## src/ea2rm_pkg.sv

```systemverilog
`timescale 1ns / 1ps
// ----------------------------------------------------------------------------
// ea2rm_pkg: shared constants for the Euler-angle rotation matrix core
// Widths, CORDIC constants and the arctangent table.
// ----------------------------------------------------------------------------
package ea2rm_pkg;

  localparam int ANGLE_BITS = 16;
  localparam int COEF_BITS  = 16;
  localparam int FRAC       = COEF_BITS - 1;
  localparam int ITERS      = COEF_BITS;
  localparam int CW         = 34;
  localparam int ZW         = 34;
  localparam int SH         = 30 - FRAC;
  localparam int PW         = 2 * COEF_BITS + 2;
  localparam int SW         = COEF_BITS + 3;

  localparam logic signed [CW-1:0] CORDIC_K = 34'sd652032874;

  typedef logic signed [COEF_BITS-1:0] coef_t;
  // A product of two full-scale negative values reaches +1, so products
  // carry one extra integer bit.
  typedef logic signed [COEF_BITS:0]   prod_t;
  typedef logic signed [CW-1:0]        cval_t;
  typedef logic signed [ZW-1:0]        zval_t;
  typedef logic signed [SW-1:0]        sum_t;

  typedef struct packed {
    logic cmd;
    logic [15:0] roll;
    logic [15:0] pitch;
    logic [15:0] yaw;
  } in_item_t;

  typedef struct packed {
    coef_t sp;
    coef_t cp;
    coef_t st;
    coef_t ct;
    coef_t ss;
    coef_t cs;
  } trig_t;

  function automatic logic [31:0] atan_val(input int i);
    logic [31:0] t [0:31];
    t = '{32'h20000000, 32'h12E4051E, 32'h09FB385B, 32'h051111D4, 32'h028B0D43,
          32'h0145D7E1, 32'h00A2F61E, 32'h00517C55, 32'h0028BE53, 32'h00145F2F,
          32'h000A2F98, 32'h000517CC, 32'h00028BE6, 32'h000145F3, 32'h0000A2F9,
          32'h0000517C, 32'h000028BE, 32'h0000145F, 32'h00000A2F, 32'h00000517,
          32'h0000028B, 32'h00000145, 32'h000000A2, 32'h00000051, 32'h00000028,
          32'h00000014, 32'h0000000A, 32'h00000005, 32'h00000002, 32'h00000001,
          32'h00000000, 32'h00000000};
    return t[i];
  endfunction

  function automatic prod_t ext(input coef_t v);
    return prod_t'(v);
  endfunction

  // Q1.F product rounded half up.
  function automatic prod_t mulq(input prod_t a, input prod_t b);
    logic signed [PW-1:0] p;
    p = PW'(a) * PW'(b) + (PW'(1) <<< (FRAC - 1));
    return prod_t'(p >>> FRAC);
  endfunction

endpackage

```

## src/ea2rm_cordic.sv

```systemverilog
`timescale 1ns / 1ps
// ----------------------------------------------------------------------------
// ea2rm_cordic: pipelined sine/cosine
// Quadrant fold, one CORDIC iteration per stage, then rounding and clamp.
// ----------------------------------------------------------------------------
module ea2rm_cordic (
  input  logic                   clk,
  input  logic                   en,
  input  logic [15:0]            angle,
  output ea2rm_pkg::coef_t       sin_o,
  output ea2rm_pkg::coef_t       cos_o
);

  localparam int N = ea2rm_pkg::ITERS;

  ea2rm_pkg::cval_t x_r [0:N];
  ea2rm_pkg::cval_t y_r [0:N];
  ea2rm_pkg::zval_t z_r [0:N];
  logic             f_r [0:N];
  ea2rm_pkg::coef_t sin_r, cos_r;

  logic [31:0] p, keep, pf;
  logic        flip;

  always_comb begin
    keep = 32'hFFFFFFFF << (32 - ea2rm_pkg::ANGLE_BITS);
    p    = {angle, 16'h0} & keep;
    flip = p[31] ^ p[30];
    pf   = flip ? (p - 32'h80000000) : p;
  end

  always_ff @(posedge clk) begin
    if (en) begin
      x_r[0] <= ea2rm_pkg::CORDIC_K;
      y_r[0] <= '0;
      z_r[0] <= ea2rm_pkg::ZW'($signed(pf));
      f_r[0] <= flip;
    end
  end

  for (genvar i = 0; i < N; i++) begin : g_it
    ea2rm_pkg::cval_t xs, ys;
    ea2rm_pkg::zval_t at;
    assign xs = x_r[i] >>> i;
    assign ys = y_r[i] >>> i;
    assign at = ea2rm_pkg::ZW'(ea2rm_pkg::atan_val(i));
    always_ff @(posedge clk) begin
      if (en) begin
        if (!z_r[i][ea2rm_pkg::ZW-1]) begin
          x_r[i+1] <= x_r[i] - ys;
          y_r[i+1] <= y_r[i] + xs;
          z_r[i+1] <= z_r[i] - at;
        end else begin
          x_r[i+1] <= x_r[i] + ys;
          y_r[i+1] <= y_r[i] - xs;
          z_r[i+1] <= z_r[i] + at;
        end
        f_r[i+1] <= f_r[i];
      end
    end
  end

  function automatic ea2rm_pkg::coef_t rnd(input ea2rm_pkg::cval_t v, input logic neg);
    ea2rm_pkg::cval_t a, r;
    ea2rm_pkg::cval_t top;
    a   = neg ? -v : v;
    r   = (a + ea2rm_pkg::CW'(1 <<< (ea2rm_pkg::SH - 1))) >>> ea2rm_pkg::SH;
    top = ea2rm_pkg::CW'(1 <<< ea2rm_pkg::FRAC);
    if (r > top - 1) return ea2rm_pkg::coef_t'(top - 1);
    if (r < -top) return ea2rm_pkg::coef_t'(-top);
    return ea2rm_pkg::coef_t'(r);
  endfunction

  always_ff @(posedge clk) begin
    if (en) begin
      cos_r <= rnd(x_r[N], f_r[N]);
      sin_r <= rnd(y_r[N], f_r[N]);
    end
  end

  assign sin_o = sin_r;
  assign cos_o = cos_r;

endmodule

```

## config.mk

```make
export PLATFORM = sky130hd
export DESIGN_NAME = ea2rm_cordic
export DESIGN_NICKNAME = d
export VERILOG_FILES = /design/src/ea2rm_pkg.sv /design/src/ea2rm_cordic.sv
export SDC_FILE = /design/constraint.sdc
export NUM_CORES = 2
export LEC_CHECK = 0
export BUFFER_PORTS_ARGS = -buffer_cell sky130_fd_sc_hd__buf_2
export CAP_MARGIN = 10
export CORE_UTILIZATION = 40
export CTS_BUF_LIST = sky130_fd_sc_hd__clkbuf_4
export DETAILED_ROUTE_END_ITERATION = 8
export PLACE_DENSITY = 0.65
export SLEW_MARGIN = 0
export SYNTH_ARGS = -nofsm -noshare
export SYNTH_HDL_FRONTEND = slang
export SYNTH_SLANG_ARGS = --single-unit
```

## constraint.sdc

```tcl
create_clock -name clk -period 10.2 [get_ports clk]
set_input_delay 0 -clock clk [delete_from_list [all_inputs] [get_ports clk]]
set_output_delay 0 -clock clk [all_outputs]
set_load 0.01 [all_outputs]
```

Word level (Yosys, flattened, before mapping)
Memory sizes are Yosys's and may differ from the RTL's.
Cells that the tools add are included.
W data, S select, Z words.
{"block": "classes", "n_lt_le_gt_ge": 4, "bitwise": 49, "n_addsub": 100, "n_mux": 167}
{"operator": "$mux W34", "count": 50}
{"operator": "$mux W16", "count": 8}
{"operator": "$mux W1", "count": 108}
{"operator": "$add A34 B16 Y34 const B", "count": 3}
{"operator": "$add A34 B19 Y34", "count": 2}
{"operator": "$add A34 B20 Y34", "count": 2}
{"operator": "$add A34 B21 Y34", "count": 2}
{"operator": "$add A34 B22 Y34", "count": 2}
{"operator": "$add A34 B23 Y34", "count": 2}
{"operator": "$add A34 B24 Y34", "count": 2}
{"operator": "$add A34 B25 Y34", "count": 2}
{"operator": "$add A34 B26 Y34", "count": 2}
{"operator": "$add A34 B27 Y34", "count": 2}
{"operator": "$add A34 B28 Y34", "count": 2}
{"operator": "$add A34 B29 Y34", "count": 2}
{"operator": "$add A34 B30 Y34", "count": 2}
{"operator": "$add A34 B31 Y34", "count": 2}
{"operator": "$add A34 B32 Y34", "count": 2}
{"operator": "$add A34 B33 Y34", "count": 2}
{"operator": "$neg A34 Y34", "count": 2}
{"operator": "$sub A34 B19 Y34", "count": 2}
{"operator": "$sub A34 B20 Y34", "count": 2}
{"operator": "$sub A34 B21 Y34", "count": 2}
{"operator": "$sub A34 B22 Y34", "count": 2}
{"operator": "other kinds (50)", "count": 111}
{"block": "totals", "output_inout_bits": 32, "mem_bits_rw": 1751, "ff_bits": 32, "n_memories": 4, "elab_cells": 326}
{"name": "x_r", "depth": 17, "width": 34, "rd": 17, "rd_clocked_by_memory_dff": 0, "write_ports": 17, "line_no": "ea2rm_cordic.sv:16", "source": "ea2rm_pkg::cval_t x_r [0:N];"}
{"name": "y_r", "depth": 17, "width": 34, "rd": 17, "rd_clocked_by_memory_dff": 0, "write_ports": 17, "line_no": "ea2rm_cordic.sv:17", "source": "ea2rm_pkg::cval_t y_r [0:N];"}
{"name": "z_r", "depth": 17, "width": 34, "rd": 16, "rd_clocked_by_memory_dff": 0, "write_ports": 17, "line_no": "ea2rm_cordic.sv:18", "source": "ea2rm_pkg::zval_t z_r [0:N];"}
{"name": "f_r", "depth": 17, "width": 1, "rd": 17, "rd_clocked_by_memory_dff": 0, "write_ports": 17, "line_no": "ea2rm_cordic.sv:19", "source": "logic f_r [0:N];"}

Longest topological paths before layout
An unclocked memory read counts as a cell.
{"block": "logic_depth", "ltp_word": 11, "mapped_depth": 22, "ltp_nobuf": 22}

Worst setup path after synthesis
No wires, ideal clock.
{"block": "synth_timing", "path_type": "register to register", "startpoint": "mem x_r[8][18] (netlist bit)", "endpoint": "mem y_r[9][33] (netlist bit), data pin", "required_time_ns": 9.940, "n_path_buf": 0, "setup_ns": 0.260, "stages_incl_launch_ff": 19, "path_slack_ns": 5.033, "period_less_slack_ns": 5.167, "t_arrival_ns": 4.908, "cell_sequence": "edfxtp_1 or3_1 or4_1 or3_1 or4_1 nand2_1 xnor2_1 ha_1 a21o_1 a21o_1 a21o_1 a21oi_1 o21ai_0 a2111oi_0 o31ai_1 or4_1 a31o_2 a21oi_1 xnor2_1"}
{"item": "start, declared", "line_no": "ea2rm_cordic.sv:16"}
{"item": "end, declared", "line_no": "ea2rm_cordic.sv:17"}

==> results.py <==
metrics = {
    "final_layout": {
        "finalNetCount": 14800,
        "nFillCells": 30200,
        "syn2layout_area_growth_pct": 8.54,
        "drive_gt1_share_pct": 6.91,
        "stdcell_area_sq_mm": 0.136,
    },
    "floorplanning": {
        "io_pins": 50,
        "fp.dieW_um": 561,
        "fp-row-count": 205,
        "die_h_um": 561,
        "start_util_pct": 40.2,
        "fp.dieArea_sq_mm": 0.315,
        "coreArea_sq_mm": 0.312,
    },
    "yosys": {
        "synth_edf_count": 1494,
        "yosysMostFrequentCell": "edfxtp_1",
        "synth_cells": 13000,
        "yosysWarningCount": 0,
        "synth_seq_cells": 1494,
        "synthTopCellsByCount": "edfxtp_1 (1494), ha_1 (1379), a21oi_1 (1251)",
        "synth_top_family_by_area": "compound AO/OA/AOI/OAI gates",
        "synth-adder-area-share_pct": 14.5,
        "synth-seq-area-share_pct": 35.8,
        "netlist_top_cells_area": "edfxtp_1 (36%), ha_1 (14%), xnor2_1 (8.6%)",
        "synth_nets": 14400,
        "syn-cell-area_sq_mm": 0.125,
        "synth_compound_gate_area_share_pct": 20.2,
        "synth_xor_area_share_pct": 12.9,
        "synth-main-ff-cell": "edfxtp_1",
        "netlist.area_leader.share_pct": 35.8,
        "avgSynthCellArea_sq_um": 9.64,
        "synth_top_area_cell": "edfxtp_1",
        "synth-simple-area-share_pct": 13.3,
        "ys_async_sr_fraction_pct": 0,
        "synth_mux_area_share_pct": 0.962,
        "synthDistinctLibCells": 102,
    },
    "global_route": {
        "grt_pass1_wl_mm": 488,
        "grt-ovfl-total": 0,
        "grt_max_degree": 153,
        "grt_usage_pct": 18.7,
        "grt_pass1_vias": 93600,
        "antenna_found_initial": 6,
    },
    "drt": {
        "routed.top_layer": "met4",
        "drtIter0Drc": 6028,
        "drt-met1-wl_mm": 134,
        "routed_wl_mm": 302,
        "drt-pass1-iter-count": 9,
        "wl_met3_mm": 11.2,
        "drc": 0,
        "wire_per_inst_um": 17.0,
        "vias": 97400,
        "vias_per_cell": 5.48,
        "wl_met2_mm": 144,
        "ant_nets": 0,
    },
    "timing": {
        "finalCriticalPeriod_ns": 5.97,
        "finalHoldViolCount": 0,
        "fin_skew_ns": 0.262,
        "post-route-period-util_pct": 58.6,
        "slew_headroom_pct": 30.0,
        "fmax_ghz": 0.167,
        "fin_setup_tns_ns": 0,
        "tightest_slew_ns": 1.04,
        "rsz0062_at_grt": "no",
        "setup_viol": 0,
        "drv_slew": 0,
    },
    "min_path": {
        "min_path_type": "in -> reg",
    },
    "job": {
        "maxCapViolCount": 0,
    },
    "setup_path": {
        "cp_num_buf_inv": 8,
        "cpPeakStageDelay_ns": 0.66,
        "worst_ep_arrival_time_ns": 7.06,
        "worstPathCellList": "dlygate4sd3_1 -> dlygate4sd3_1 -> buf_12 -> buf_16 -> buf_12 -> nand2_2 -> buf_4 -> inv_1 -> buf_4 -> nor2_1 -> xor2_1 -> ha_1 -> o21ai_0 -> o21ai_0 -> a221oi_1 -> nand3_1 -> nand4_1 -> a31oi_1 -> o31ai_1 -> o311a_1 -> o21bai_1 -> a21oi_1 -> xnor2_1",
        "path_class": "in -> reg",
        "cp_max_fo": 129,
        "crit_slowest_cell": "o31ai_1",
        "cp.required_ns": 11.29,
        "startpoint_type": "input pin",
        "critPathTopFamily": "buffers and inverters",
        "cp-end-kind": "flop",
    },
    "clock_network": {
        "clkTransAtPathRegs_ns": 0.06,
        "cts_sinks": 1494,
        "ctsLongestPathBuffers": 4,
        "htreeDepth": 5,
        "cts-root-buf": "clkbuf_4",
        "cts_buffers": 403,
        "ctsResizeCount": 0,
        "cts_tree": "built",
        "clkLatencyLatePin_ns": 1.41,
    },
    "placement": {
        "placement.io_buffers": 49,
        "gp_congestion": 0.930,
        "dp_hpwl_mm": 236,
        "dpl_cell_area_sq_mm": 0.130,
    },
    "status": {
        "outcome": "complete, no violations",
    },
}
==> through the flow <==
step	setup slack, ns	hold slack, ns	util [%]	std cells
2_1_floorplan	5.03	0.0989	-	13000
3_3_place_gp	4.24	0.187	41.8	17000
3_5_place_dp	4.22	0.188	41.8	17000
4_1_cts	4.33	0.00488	43.6	17800
5_1_grt	3.65	0.0610	43.6	17800
6_report	4.23	0.199	43.6	17800
==> logic make-up (layout without fill, tap and decap cells) <==
group | count (synthesis) | count (layout)
XOR/XNOR | 1846 | 1846
other | 0 | 6
AND/OR/NAND/NOR | 3415 | 3415
buffers and inverters | 756 | 1388
adder cells (fa/ha/maj) | 1424 | 1424
AO/OA/AOI/OAI | 3940 | 3940
flip-flops | 1494 | 1494
multiplexers | 114 | 114
==> cell type report <==
| class | instances | area [sq um] | area share [%] |
|---|---|---|---|
| inverter | 538 | 2020 | 1.49 |
| multi-input combinational | 10700 | 77500 | 57.0 |
| clock inverter | 137 | 901 | 0.663 |
| sequential | 1494 | 44900 | 33.0 |
| antenna | 6 | 15.0 | 0.0111 |
| timing repair buffer | 154 | 1210 | 0.891 |
| tap | 4140 | 5180 | 3.81 |
| clock buffer | 559 | 4200 | 3.09 |
==> worst paths after layout <==
check | end | depth (start not counted) | slack (ns) | start
setup / recovery | x_r[5][33]$_DFFE_PP_ | 23 | 4.23 | en
hold / removal | z_r[0][28]$_DFFE_PP_ | 3 | 0.20 | angle[12]
setup reg to reg | x_r[6][32]$_DFFE_PP_ | 18 | 4.34 | z_r[5][33]$_DFFE_PP_
hold reg to reg | f_r[0][7]$_DFFE_PP_ | 0 | 0.33 | f_r[0][6]$_DFFE_PP_
==> layer usage <==
metal,vias up,GRT usage (%)
met5,-,0
met4,0,7.77
met3,633,2.15
met2,2016,32.8
met1,45300,23.2
li1,49400,-
==> layout by cell type, fill, tap and decap left out, types with 55 or more instances in the layout <==
master	synthesis	final
xor2_1	614	614
nand4_1	94	94
ha_1	1379	1379
nor2b_1	156	156
edfxtp_1	1494	1494
o21a_1	247	247
nor4_1	77	77
and2_1	63	63
o21ai_0	684	684
nor3_1	353	353
nand2_1	716	706
a31oi_1	128	128
o21bai_1	150	150
and3_1	120	120
nor2_1	1026	1026
clkinv_1	6	85
a211oi_1	178	178
nand2b_1	224	224
clkbuf_4	0	559
o31ai_1	169	169
nand3_1	245	245
a21o_1	572	572
or3_1	122	122
buf_4	1	55
xnor2_1	1231	1231
mux2i_1	64	64
inv_1	530	526
a21oi_1	1251	1251
==> flip-flops by register name, indices dropped and copies added, names as in the netlist <==
signal	flops
f_r	17
cos_o	16
y_r	511
x_r	484
sin_o	16
z_r	450
==> tightest hold or removal path, cell delays in order <==
cell	delay, ns
dlygate4sd3_1	0.53
buf_2	0.16
dlygate4sd3_1	0.67
==> timing repair <==
item                      in CTS  in global routing
hold buffers                  48                  0
hold endpoints to repair     716                  0
setup buffers                  0                  0
Power is left out: the tool's default activity adds up to more than one toggle a clock period on the data nets, which glitch-free logic cannot reach.
